--- config.mk ---
export PLATFORM = sky130hd
export DESIGN_NAME = iir_df2t_multichannel_filter_flat
export DESIGN_NICKNAME = d
export VERILOG_FILES = /design/src/hw/rtl/iirdf2t_pkg.sv /design/src/hw/rtl/iirdf2t_if.sv /design/src/hw/rtl/iirdf2t_dp.sv /design/src/hw/rtl/iir_df2t_multichannel_filter.sv /design/src/flat_wrapper.sv
export SDC_FILE = /design/constraint.sdc
export NUM_CORES = 2
export LEC_CHECK = 0
export BUFFER_PORTS_ARGS = -buffer_cell sky130_fd_sc_hd__buf_4
export CAP_MARGIN = 25
export CORE_ASPECT_RATIO = 0.75
export CORE_UTILIZATION = 60
export DETAILED_ROUTE_END_ITERATION = 6
export GPL_ROUTABILITY_DRIVEN = 1
export PLACE_DENSITY = 0.81
export SLEW_MARGIN = 5
export SYNTH_ARGS = -nofsm -noshare
export SYNTH_HDL_FRONTEND = slang
export SYNTH_SLANG_ARGS = --single-unit
--- constraint.sdc ---
create_clock -name clk -period 12 [get_ports clk]
set_input_delay 2.4 -clock clk [delete_from_list [all_inputs] [get_ports clk]]
set_output_delay 2.4 -clock clk [all_outputs]
set_load 0.05 [all_outputs]
--- src/hw/rtl/iirdf2t_pkg.sv ---
// Shared types, constants and the control program of the biquad filter.
package iirdf2t_pkg;

  localparam int CHANNELS_DEF = 4;
  localparam int CHAN_W       = 2;
  localparam int SAMPLE_W     = 32;
  localparam int COEF_W       = 32;
  localparam int DLY_W        = 48;
  localparam int ACC_W        = 56;
  localparam int PROD_W       = SAMPLE_W + COEF_W;
  localparam int FRAC_SHIFT   = 12;
  localparam int Y_SHIFT      = 16;
  localparam int NUM_REGS     = 7;
  localparam int CFG_IDX_W    = 3;
  localparam int STEP_W       = 4;

  localparam logic signed [COEF_W-1:0] COEF_ONE = COEF_W'(32'sd268435456);

  // Program addresses
  localparam logic [STEP_W-1:0] STEP_IDLE = STEP_W'(0);
  localparam logic [STEP_W-1:0] STEP_SEED = STEP_W'(1);
  localparam logic [STEP_W-1:0] STEP_MAIN = STEP_W'(3);
  localparam logic [STEP_W-1:0] STEP_LAST = STEP_W'(8);

  typedef enum logic [CFG_IDX_W-1:0] {
    REG_B0, REG_B1, REG_B2, REG_A1, REG_A2, REG_G0, REG_G1
  } cfg_reg_t;

  typedef enum logic [1:0] {
    BR_NEXT,      // fall through to the next step
    BR_WAIT_IN,   // hold until an item arrives, jump to target when no run start
    BR_WAIT_OUT   // hold until the result register is free, then jump to target
  } br_t;

  typedef enum logic {
    SRC_X,
    SRC_Y
  } src_t;

  typedef enum logic [2:0] {
    OP_HOLD,
    OP_SEED,   // saturated product, only on the first item of a run
    OP_ADD,
    OP_SUB,
    OP_LOAD,
    OP_XADD    // other accumulator plus product
  } acc_op_t;

  typedef struct packed {
    br_t               br;
    logic [STEP_W-1:0] tgt;
    logic              mul_en;
    cfg_reg_t          mul_coef;
    src_t              mul_src;
    acc_op_t           d0_op;
    acc_op_t           d1_op;
    logic              y_en;
  } ctl_t;

  // Control store. The product of a step is used by the step after it.
  function automatic ctl_t ucode(input logic [STEP_W-1:0] step);
    ctl_t w;
    w = '{br: BR_WAIT_IN, tgt: STEP_MAIN, mul_en: 1'b0, mul_coef: REG_B0,
          mul_src: SRC_X, d0_op: OP_HOLD, d1_op: OP_HOLD, y_en: 1'b0};
    case (step)
      4'd1: begin
        w.br = BR_NEXT; w.mul_en = 1'b1; w.mul_coef = REG_G0;
      end
      4'd2: begin
        w.br = BR_NEXT; w.mul_en = 1'b1; w.mul_coef = REG_G1; w.d0_op = OP_SEED;
      end
      4'd3: begin
        w.br = BR_NEXT; w.mul_en = 1'b1; w.mul_coef = REG_B0; w.d1_op = OP_SEED;
      end
      4'd4: begin
        w.br = BR_NEXT; w.mul_en = 1'b1; w.mul_coef = REG_B1; w.d0_op = OP_ADD;
      end
      4'd5: begin
        w.br = BR_NEXT; w.mul_en = 1'b1; w.mul_coef = REG_B2;
        w.y_en = 1'b1; w.d0_op = OP_XADD;
      end
      4'd6: begin
        w.br = BR_NEXT; w.mul_en = 1'b1; w.mul_coef = REG_A1; w.mul_src = SRC_Y;
        w.d1_op = OP_LOAD;
      end
      4'd7: begin
        w.br = BR_NEXT; w.mul_en = 1'b1; w.mul_coef = REG_A2; w.mul_src = SRC_Y;
        w.d0_op = OP_SUB;
      end
      4'd8: begin
        w.br = BR_WAIT_OUT; w.tgt = STEP_IDLE; w.d1_op = OP_SUB;
      end
      default: begin
        w.br = BR_WAIT_IN;
      end
    endcase
    return w;
  endfunction

endpackage

--- src/hw/rtl/iirdf2t_if.sv ---
// Valid/ready channel interfaces for filter input and filtered output items.
interface iirdf2t_in_if;
  logic                                    valid;
  logic                                    ready;
  logic [iirdf2t_pkg::CHAN_W-1:0]          chan;
  logic                                    run_start;
  logic signed [iirdf2t_pkg::SAMPLE_W-1:0] sample_in;

  modport source (output valid, chan, run_start, sample_in, input ready);
  modport sink   (input valid, chan, run_start, sample_in, output ready);
endinterface

interface iirdf2t_out_if;
  logic                                    valid;
  logic                                    ready;
  logic [iirdf2t_pkg::CHAN_W-1:0]          chan_out;
  logic signed [iirdf2t_pkg::SAMPLE_W-1:0] sample_out;

  modport source (output valid, chan_out, sample_out, input ready);
  modport sink   (input valid, chan_out, sample_out, output ready);
endinterface

--- src/hw/rtl/iirdf2t_dp.sv ---
// Datapath: one shared multiplier, two delay accumulators and the output word.
module iirdf2t_dp (
  input  logic                                    clk,
  input  iirdf2t_pkg::ctl_t                       ctl,
  input  logic                                    adv,
  input  logic                                    ld,
  input  logic                                    seed_ok,
  input  logic signed [iirdf2t_pkg::SAMPLE_W-1:0] x,
  input  logic signed [iirdf2t_pkg::COEF_W-1:0]   coef,
  input  logic signed [iirdf2t_pkg::DLY_W-1:0]    d0_ld,
  input  logic signed [iirdf2t_pkg::DLY_W-1:0]    d1_ld,
  output logic signed [iirdf2t_pkg::SAMPLE_W-1:0] y,
  output logic signed [iirdf2t_pkg::DLY_W-1:0]    wb0,
  output logic signed [iirdf2t_pkg::DLY_W-1:0]    wb1
);

  localparam int ACC_W  = iirdf2t_pkg::ACC_W;
  localparam int DLY_W  = iirdf2t_pkg::DLY_W;
  localparam int PROD_W = iirdf2t_pkg::PROD_W;
  localparam int SMP_W  = iirdf2t_pkg::SAMPLE_W;
  localparam int FS     = iirdf2t_pkg::FRAC_SHIFT;
  localparam int YS     = iirdf2t_pkg::Y_SHIFT;
  localparam int P_W    = PROD_W - FS;
  localparam int YW     = ACC_W - YS;

  logic signed [PROD_W-1:0] prod_r, prod_nxt;
  logic signed [ACC_W-1:0]  d0_r, d0_nxt, d1_r, d1_nxt, p;
  logic signed [SMP_W-1:0]  y_r, y_nxt, mul_op;

  function automatic logic signed [DLY_W-1:0] sat48(input logic signed [ACC_W-1:0] v);
    logic [ACC_W-DLY_W:0] top;
    top = v[ACC_W-1:DLY_W-1];
    if ((&top) || !(|top)) return v[DLY_W-1:0];
    return v[ACC_W-1] ? {1'b1, {(DLY_W-1){1'b0}}} : {1'b0, {(DLY_W-1){1'b1}}};
  endfunction

  function automatic logic signed [SMP_W-1:0] sat32(input logic signed [YW-1:0] v);
    logic [YW-SMP_W:0] top;
    top = v[YW-1:SMP_W-1];
    if ((&top) || !(|top)) return v[SMP_W-1:0];
    return v[YW-1] ? {1'b1, {(SMP_W-1){1'b0}}} : {1'b0, {(SMP_W-1){1'b1}}};
  endfunction

  function automatic logic signed [ACC_W-1:0] acc_step(
    input iirdf2t_pkg::acc_op_t     op,
    input logic signed [ACC_W-1:0] cur,
    input logic signed [ACC_W-1:0] other,
    input logic signed [ACC_W-1:0] pv,
    input logic                    sok
  );
    logic signed [DLY_W-1:0] s;
    s = sat48(pv);
    case (op)
      iirdf2t_pkg::OP_HOLD: return cur;
      iirdf2t_pkg::OP_SEED: return sok ? {{(ACC_W-DLY_W){s[DLY_W-1]}}, s} : cur;
      iirdf2t_pkg::OP_ADD:  return cur + pv;
      iirdf2t_pkg::OP_SUB:  return cur - pv;
      iirdf2t_pkg::OP_LOAD: return pv;
      iirdf2t_pkg::OP_XADD: return other + pv;
      default:              return cur;
    endcase
  endfunction

  // Product rescaled to the delay format, rounding toward minus infinity
  assign p = {{(ACC_W-P_W){prod_r[PROD_W-1]}}, prod_r[PROD_W-1:FS]};

  assign mul_op = (ctl.mul_src == iirdf2t_pkg::SRC_Y) ? y_r : x;

  always_comb begin
    prod_nxt = prod_r;
    y_nxt    = y_r;
    d0_nxt   = d0_r;
    d1_nxt   = d1_r;
    if (ld) begin
      d0_nxt = {{(ACC_W-DLY_W){d0_ld[DLY_W-1]}}, d0_ld};
      d1_nxt = {{(ACC_W-DLY_W){d1_ld[DLY_W-1]}}, d1_ld};
    end else if (adv) begin
      if (ctl.mul_en) prod_nxt = coef * mul_op;
      if (ctl.y_en) y_nxt = sat32(d0_r[ACC_W-1:YS]);
      d0_nxt = acc_step(ctl.d0_op, d0_r, d1_r, p, seed_ok);
      d1_nxt = acc_step(ctl.d1_op, d1_r, d0_r, p, seed_ok);
    end
  end

  always_ff @(posedge clk) begin
    prod_r <= prod_nxt;
    y_r    <= y_nxt;
    d0_r   <= d0_nxt;
    d1_r   <= d1_nxt;
  end

  assign y   = y_r;
  assign wb0 = sat48(d0_nxt);
  assign wb1 = sat48(d1_nxt);

endmodule

--- src/hw/rtl/iir_df2t_multichannel_filter.sv ---
// Top level: multichannel second-order IIR filter, transposed direct form II.
//
// Items enter on in_ch (chan, run_start, sample_in, Q16.16) and each gives
// exactly one item on out_ch (chan_out, sample_out, saturated Q16.16).
// A step counter walks a small control program; every step issues at most one
// product on the single shared 32x32 multiplier, and that multiplier sets the
// pace. An item without run_start runs six program steps, from the main step
// to the last, where the result register loads; the next item is taken only
// back at the idle step; with run_start the two seeding products run first.
// in_ch.ready is high only while the program sits at its idle step.
// The result register frees the program as soon as the last step can hand off;
// while out_ch is stalled with a result pending, the program holds at its last
// step and no new item is taken.
// Channels at or above CHANNELS give a zero sample and leave all delays alone.
// The user must write coefficients through cfg_we/cfg_index/cfg_wdata only
// while idle; the block itself does not enforce it.
// Reset (rst_n low, synchronous) clears the delays of every channel, sets b0
// to 1.0 and every other register to zero, and empties the result register.
module iir_df2t_multichannel_filter #(
  parameter int CHANNELS = iirdf2t_pkg::CHANNELS_DEF
) (
  input  logic                                   clk,
  input  logic                                   rst_n,
  iirdf2t_in_if.sink                             in_ch,
  iirdf2t_out_if.source                          out_ch,
  input  logic                                   cfg_we,
  input  logic [iirdf2t_pkg::CFG_IDX_W-1:0]      cfg_index,
  input  logic [iirdf2t_pkg::COEF_W-1:0]         cfg_wdata
);

  localparam int CH_IDX_W  = (CHANNELS > 1) ? $clog2(CHANNELS) : 1;
  localparam int STEP_W    = iirdf2t_pkg::STEP_W;
  localparam int DLY_W     = iirdf2t_pkg::DLY_W;
  localparam int SMP_W     = iirdf2t_pkg::SAMPLE_W;
  localparam int CHAN_W    = iirdf2t_pkg::CHAN_W;
  localparam int NREG      = iirdf2t_pkg::NUM_REGS;
  localparam int CFG_IDX_W = iirdf2t_pkg::CFG_IDX_W;

  logic signed [iirdf2t_pkg::COEF_W-1:0] coef_r [NREG];
  logic signed [DLY_W-1:0] dly0_r [CHANNELS];
  logic signed [DLY_W-1:0] dly1_r [CHANNELS];

  logic [STEP_W-1:0]       step_r, step_nxt;
  iirdf2t_pkg::ctl_t       ctl;
  logic                    adv, in_acc, ch_ok, wb_en;
  logic [CH_IDX_W-1:0]     in_idx, idx_r;
  logic [CHAN_W-1:0]       chan_r;
  logic                    start_r, ch_ok_r;
  logic signed [SMP_W-1:0] x_r;
  logic signed [DLY_W-1:0] d0_ld, d1_ld, wb0, wb1;
  logic signed [SMP_W-1:0] y;
  logic                    out_valid_r;
  logic [CHAN_W-1:0]       out_chan_r;
  logic signed [SMP_W-1:0] out_sample_r;

  // Sequencer
  assign ctl          = iirdf2t_pkg::ucode(step_r);
  assign in_ch.ready  = (ctl.br == iirdf2t_pkg::BR_WAIT_IN);
  assign in_acc       = in_ch.valid && in_ch.ready;

  always_comb begin
    adv      = 1'b0;
    step_nxt = step_r;
    case (ctl.br)
      iirdf2t_pkg::BR_NEXT: begin
        adv      = 1'b1;
        step_nxt = step_r + STEP_W'(1);
      end
      iirdf2t_pkg::BR_WAIT_IN: begin
        adv = in_acc;
        if (in_acc) step_nxt = in_ch.run_start ? step_r + STEP_W'(1) : ctl.tgt;
      end
      iirdf2t_pkg::BR_WAIT_OUT: begin
        adv = !out_valid_r || out_ch.ready;
        if (adv) step_nxt = ctl.tgt;
      end
      default: begin
        step_nxt = iirdf2t_pkg::STEP_IDLE;
      end
    endcase
  end

  always_ff @(posedge clk) begin
    if (!rst_n) begin
      step_r <= iirdf2t_pkg::STEP_IDLE;
    end else begin
      step_r <= step_nxt;
    end
  end

  // Configuration registers
  always_ff @(posedge clk) begin
    if (!rst_n) begin
      for (int i = 0; i < NREG; i++)
        coef_r[i] <= (i == int'(iirdf2t_pkg::REG_B0)) ? iirdf2t_pkg::COEF_ONE : '0;
    end else if (cfg_we && (cfg_index < CFG_IDX_W'(NREG))) begin
      coef_r[cfg_index] <= cfg_wdata;
    end
  end

  // Item capture and delay read
  assign ch_ok  = ({{(32-CHAN_W){1'b0}}, in_ch.chan} < 32'(CHANNELS));
  assign in_idx = CH_IDX_W'(in_ch.chan);
  assign d0_ld  = ch_ok ? dly0_r[in_idx] : '0;
  assign d1_ld  = ch_ok ? dly1_r[in_idx] : '0;

  always_ff @(posedge clk) begin
    if (in_acc) begin
      chan_r  <= in_ch.chan;
      idx_r   <= in_idx;
      start_r <= in_ch.run_start;
      ch_ok_r <= ch_ok;
      x_r     <= in_ch.sample_in;
    end
  end

  iirdf2t_dp u_dp (
    .clk     (clk),
    .ctl     (ctl),
    .adv     (adv),
    .ld      (in_acc),
    .seed_ok (start_r),
    .x       (x_r),
    .coef    (coef_r[ctl.mul_coef]),
    .d0_ld   (d0_ld),
    .d1_ld   (d1_ld),
    .y       (y),
    .wb0     (wb0),
    .wb1     (wb1)
  );

  // Delay write-back at the last step
  assign wb_en = (ctl.br == iirdf2t_pkg::BR_WAIT_OUT) && adv;

  always_ff @(posedge clk) begin
    if (!rst_n) begin
      for (int i = 0; i < CHANNELS; i++) begin
        dly0_r[i] <= '0;
        dly1_r[i] <= '0;
      end
    end else if (wb_en && ch_ok_r) begin
      dly0_r[idx_r] <= wb0;
      dly1_r[idx_r] <= wb1;
    end
  end

  // Result register
  always_ff @(posedge clk) begin
    if (!rst_n) begin
      out_valid_r <= 1'b0;
    end else if (wb_en) begin
      out_valid_r <= 1'b1;
    end else if (out_ch.ready) begin
      out_valid_r <= 1'b0;
    end
  end

  always_ff @(posedge clk) begin
    if (wb_en) begin
      out_chan_r   <= chan_r;
      out_sample_r <= ch_ok_r ? y : '0;
    end
  end

  assign out_ch.valid      = out_valid_r;
  assign out_ch.chan_out   = out_chan_r;
  assign out_ch.sample_out = out_sample_r;

  a_step_range: assert property (@(posedge clk) disable iff (!rst_n)
    step_r <= iirdf2t_pkg::STEP_LAST)
    else $error("step counter left the program");

  a_skip_seed: assert property (@(posedge clk) disable iff (!rst_n)
    (in_acc && !in_ch.run_start) |=> (step_r == iirdf2t_pkg::STEP_MAIN))
    else $error("item without run start did not skip seeding");

  a_seed_entry: assert property (@(posedge clk) disable iff (!rst_n)
    (in_acc && in_ch.run_start) |=> (step_r == iirdf2t_pkg::STEP_SEED))
    else $error("run start item did not enter seeding");

  a_out_from_last: assert property (@(posedge clk) disable iff (!rst_n)
    $rose(out_valid_r) |-> ($past(step_r) == iirdf2t_pkg::STEP_LAST))
    else $error("result posted outside the last step");

  a_hold_on_stall: assert property (@(posedge clk) disable iff (!rst_n)
    (step_r == iirdf2t_pkg::STEP_LAST && out_valid_r && !out_ch.ready)
      |=> (step_r == iirdf2t_pkg::STEP_LAST))
    else $error("program left the last step while the result was stalled");

endmodule
--- src/flat_wrapper.sv ---
// flat-port wrapper written by rule: the top's interface ports become plain ports
module iir_df2t_multichannel_filter_flat 
#(
  parameter int CHANNELS = iirdf2t_pkg::CHANNELS_DEF
)
  (clk, rst_n, cfg_we, cfg_index, cfg_wdata, in_ch_valid, in_ch_chan, in_ch_run_start, in_ch_sample_in, in_ch_ready, out_ch_valid, out_ch_chan_out, out_ch_sample_out, out_ch_ready);
  iirdf2t_in_if in_ch_i ();
  iirdf2t_out_if out_ch_i ();
  input  logic clk;
  input  logic rst_n;
  input  logic cfg_we;
  input  logic [iirdf2t_pkg::CFG_IDX_W-1:0] cfg_index;
  input  logic [iirdf2t_pkg::COEF_W-1:0] cfg_wdata;
  input wire logic [$bits(in_ch_i.valid)-1:0] in_ch_valid;
  input wire logic [$bits(in_ch_i.chan)-1:0] in_ch_chan;
  input wire logic [$bits(in_ch_i.run_start)-1:0] in_ch_run_start;
  input wire logic [$bits(in_ch_i.sample_in)-1:0] in_ch_sample_in;
  output wire logic [$bits(in_ch_i.ready)-1:0] in_ch_ready;
  output wire logic [$bits(out_ch_i.valid)-1:0] out_ch_valid;
  output wire logic [$bits(out_ch_i.chan_out)-1:0] out_ch_chan_out;
  output wire logic [$bits(out_ch_i.sample_out)-1:0] out_ch_sample_out;
  input wire logic [$bits(out_ch_i.ready)-1:0] out_ch_ready;
  assign in_ch_i.valid = in_ch_valid;
  assign in_ch_i.chan = in_ch_chan;
  assign in_ch_i.run_start = in_ch_run_start;
  assign in_ch_i.sample_in = in_ch_sample_in;
  assign in_ch_ready = in_ch_i.ready;
  assign out_ch_valid = out_ch_i.valid;
  assign out_ch_chan_out = out_ch_i.chan_out;
  assign out_ch_sample_out = out_ch_i.sample_out;
  assign out_ch_i.ready = out_ch_ready;
  iir_df2t_multichannel_filter #(.CHANNELS(CHANNELS)) u_core (.clk(clk), .rst_n(rst_n), .in_ch(in_ch_i), .out_ch(out_ch_i), .cfg_we(cfg_we), .cfg_index(cfg_index), .cfg_wdata(cfg_wdata));
endmodule
==> flow_metrics.env <==
export IMPL_finalSetupViolCount=0
export IMPL_syn_inst=9527
export IMPL_cp_common_cell="fa_1"
export IMPL_clock_sinks=910
export IMPL_slowest_stage="nor2_1"
export IMPL_cts_root_buf="clkbuf_16"
export IMPL_worst_setup_path_end_kind="flip-flop"
export IMPL_maxCapViolations=0
export IMPL_area_delta_synth_final_pct=7.25
export IMPL_start_util_pct=60.4
export IMPL_die_x_um=447
export IMPL_hold_class="reg -> reg"
export IMPL_r2r_setup_slack_ns=0.31
export IMPL_drive_gt1_share_pct=7.98
export IMPL_grt_setup_unrepaired="false"
export IMPL_nets=11000
export IMPL_dp_cells=11300
export IMPL_cts_max_level=3
export IMPL_slowest_delay_ns=0.79
export IMPL_yosysUniqueCellTypes=88
export IMPL_crit_required_ns=12.52
export IMPL_cp_start_kind="flip-flop"
export IMPL_netlist_area_um2=89000
export IMPL_finalHoldViolCount=0
export IMPL_r2r_end="u_core.u_dp.prod_r[63]"
export IMPL_via_per_inst=6.69
export IMPL_overflow=0
export IMPL_grt_max_degree=172
export IMPL_place_gp_congestion=1.06
export IMPL_core_rowCount=122
export IMPL_core_area_um2=147000
export IMPL_r2r_cells=32
export IMPL_synth_edf_count=761
export IMPL_failed_checks="design-rule violations"
export IMPL_ys_ff_latch=910
export IMPL_fillerInstances=11900
export IMPL_grt_usage_pct=46.4
export IMPL_drc=12
export IMPL_synthArstFlopShare_pct=0
export IMPL_dp_hpwl_mm=262
export IMPL_antenna_found_initial=22
export IMPL_ys_warn_count=0
export IMPL_fp_dieArea_um2=150000
export IMPL_whs_endpoint="u_core.out_ch.sample_out[4]"
export IMPL_fin_cells=11500
export IMPL_outcome="complete, but fails checks"
export IMPL_cts_tree="built"
export IMPL_syn_avg_cell_area_um2=9.35
export IMPL_min_period_over_period_pct=97.4
export IMPL_clkTransAtPathRegs_ns=0.07
export IMPL_wl_mm=346
export IMPL_ios=111
export IMPL_worstSetupPathType="reg -> reg"
export IMPL_crit_path_max_fanout=37
export IMPL_cts_setup_buffers=0
export IMPL_wire_per_inst_um=30.1
export IMPL_slew_headroom_pct=21.4
export IMPL_worstReg2RegStart="u_core.step_r[1]"
export IMPL_clock_skew_ns=0.0413
export IMPL_cts_made_buffers=90
export IMPL_drt_iter0_markers=11700
export IMPL_tightestPinTransition_ns=1.18
export IMPL_whs_path_depth=0
export IMPL_die_y_um=336
export IMPL_setup_tns_final_ns=0
export IMPL_first_pass_iters=7
export IMPL_insertion_delay_ns=0.77
export IMPL_yosysSeqAreaShare_pct=29.0
export IMPL_critPathBufInv=5
export IMPL_ant_nets=0
export IMPL_io_buffers=110
export IMPL_grt_pass1_vias=76300
export IMPL_period_needed_ns=11.69
export IMPL_vias=76900
export IMPL_fmax_mhz=85.5
export IMPL_final_util_pct=64.8
export IMPL_slew_viol_final=0
export IMPL_hp_start="u_core.u_dp.y[4]"
export IMPL_clock_path_buffers=3
export IMPL_ys_dominant_reg_cell="edfxtp_1"
export IMPL_critPathArrivalTime_ns=12.21
export IMPL_path_delay_family="adder cells"
export IMPL_grt_pass1_wl_mm=505
[registers in the layout, indices dropped and copies added (netlist names)]
register and cells:
u_core.out_ch.valid 1, u_core.start_r 1, u_core.step_r 4, u_core.dly0_r 192, u_core.u_dp.d0_r 56, u_core.dly1_r 192, u_core.out_ch.sample_out 32, u_core.coef_r 256
u_core.out_ch.chan_out 2, u_core.idx_r 2, u_core.u_dp.y 32, u_core.x_r 32, u_core.u_dp.prod_r 52, u_core.u_dp.d1_r 56
[cells in the mapped netlist (all sizes together), types with 96 or more instances]
| master | number | area share (%) |
|---|---|---|
| ha | 405 | 5.7 |
| nand2 | 1134 | 4.8 |
| dfxtp | 149 | 3.4 |
| fa | 1085 | 24 |
| o21ai | 427 | 2.4 |
| inv | 1291 | 5.4 |
| mux4 | 96 | 2.4 |
| a21oi | 770 | 4.4 |
| nand3 | 207 | 1.2 |
| xnor2 | 143 | 1.4 |
| edfxtp | 761 | 26 |
| clkbuf | 488 | 2.1 |
| nor2 | 1062 | 4.5 |
[cell type report]
class / count / area (µm²) / area share (%)
Inverter: 1295 / 4870 / 5.10
Timing Repair Buffer: 343 / 2740 / 2.87
Multi-Input combinational cell: 6775 / 56500 / 59.2
Sequential cell: 910 / 25800 / 27.1
Tap cell: 1984 / 2480 / 2.60
Clock inverter: 38 / 459 / 0.481
Clock buffer: 132 / 2530 / 2.65
Antenna cell: 14 / 35.0 / 0.0367
[kinds of logic (layout without fill, tap and decap cells)]
logic type	count (synthesis)	after routing	share of synthesized area (%)
xor+xnor	175	175	1.72
flops	910	910	29.0
fa+ha+maj	1490	1490	30.1
buf+inv	1873	1808	8.05
other cells	1	46	0.00421
compound gates	1913	1913	13.2
mux	170	170	3.30
simple gates	2995	2995	14.6
[routing by layer]
layer	GRT usage [%]	routed length (µm)
met1	64.8	133000
met4	18.6	15900
met2	64.3	141000
met3	18.5	56400
met5	0	114
[timing repair]
action                     CTS  global route
setup endpoints to repair    0             1
resized for setup            0             1
hold buffers                 0             0
[worst max path at each step]
stage | startpoint | to | slack [ns] | cells after the start
finish | u_core.step_r[1] | u_core.u_dp.prod_r[63] | 0.31 | 32
global route | u_core.step_r[1] | u_core.u_dp.prod_r[63] | 0.01 | 32
CTS | u_core.step_r[1] | u_core.u_dp.prod_r[55] | 0.61 | 32
detailed placement | u_core.step_r[1] | u_core.u_dp.prod_r[55] | 0.64 | 32
global placement | u_core.step_r[1] | u_core.u_dp.prod_r[63] | 0.94 | 33
floorplan | u_core.step_r[0] | u_core.u_dp.prod_r[63] | 1.02 | 39
[metrics by stage]
stage                     hold WS (ns)  cell area [µm²]  setup WS [ns]
after floorplan                  0.420            89200           1.02
after global placement           0.500            92300          0.941
final                            0.503            95500          0.309
after CTS                        0.490            95300          0.610
after global routing             0.502            95500         0.0121
after detailed placement         0.481            92300          0.640
[placed cells by master (no fill, tap or decap), types with 47 or more instances in the layout]
| cell | instances |
|---|---|
| xnor2_1 | 143 |
| and3_1 | 85 |
| nand2b_1 | 48 |
| o31ai_1 | 52 |
| a21o_1 | 88 |
| a21oi_1 | 751 |
| nand3_1 | 205 |
| edfxtp_1 | 761 |
| dfxtp_1 | 149 |
| mux4_2 | 96 |
| ha_1 | 405 |
| nand4_1 | 66 |
| or2_2 | 48 |
| nor2_1 | 1056 |
| fa_1 | 1085 |
| and2_1 | 91 |
| nor4_1 | 47 |
| a211oi_1 | 54 |
| inv_1 | 1283 |
| nand2_1 | 1131 |
| o21bai_1 | 84 |
| buf_4 | 326 |
| o21ai_0 | 413 |
| clkbuf_16 | 90 |
| nor3_1 | 71 |
Power is not shown: default switching activity piles up to over one toggle a cycle in this logic, so the estimate is an artifact.
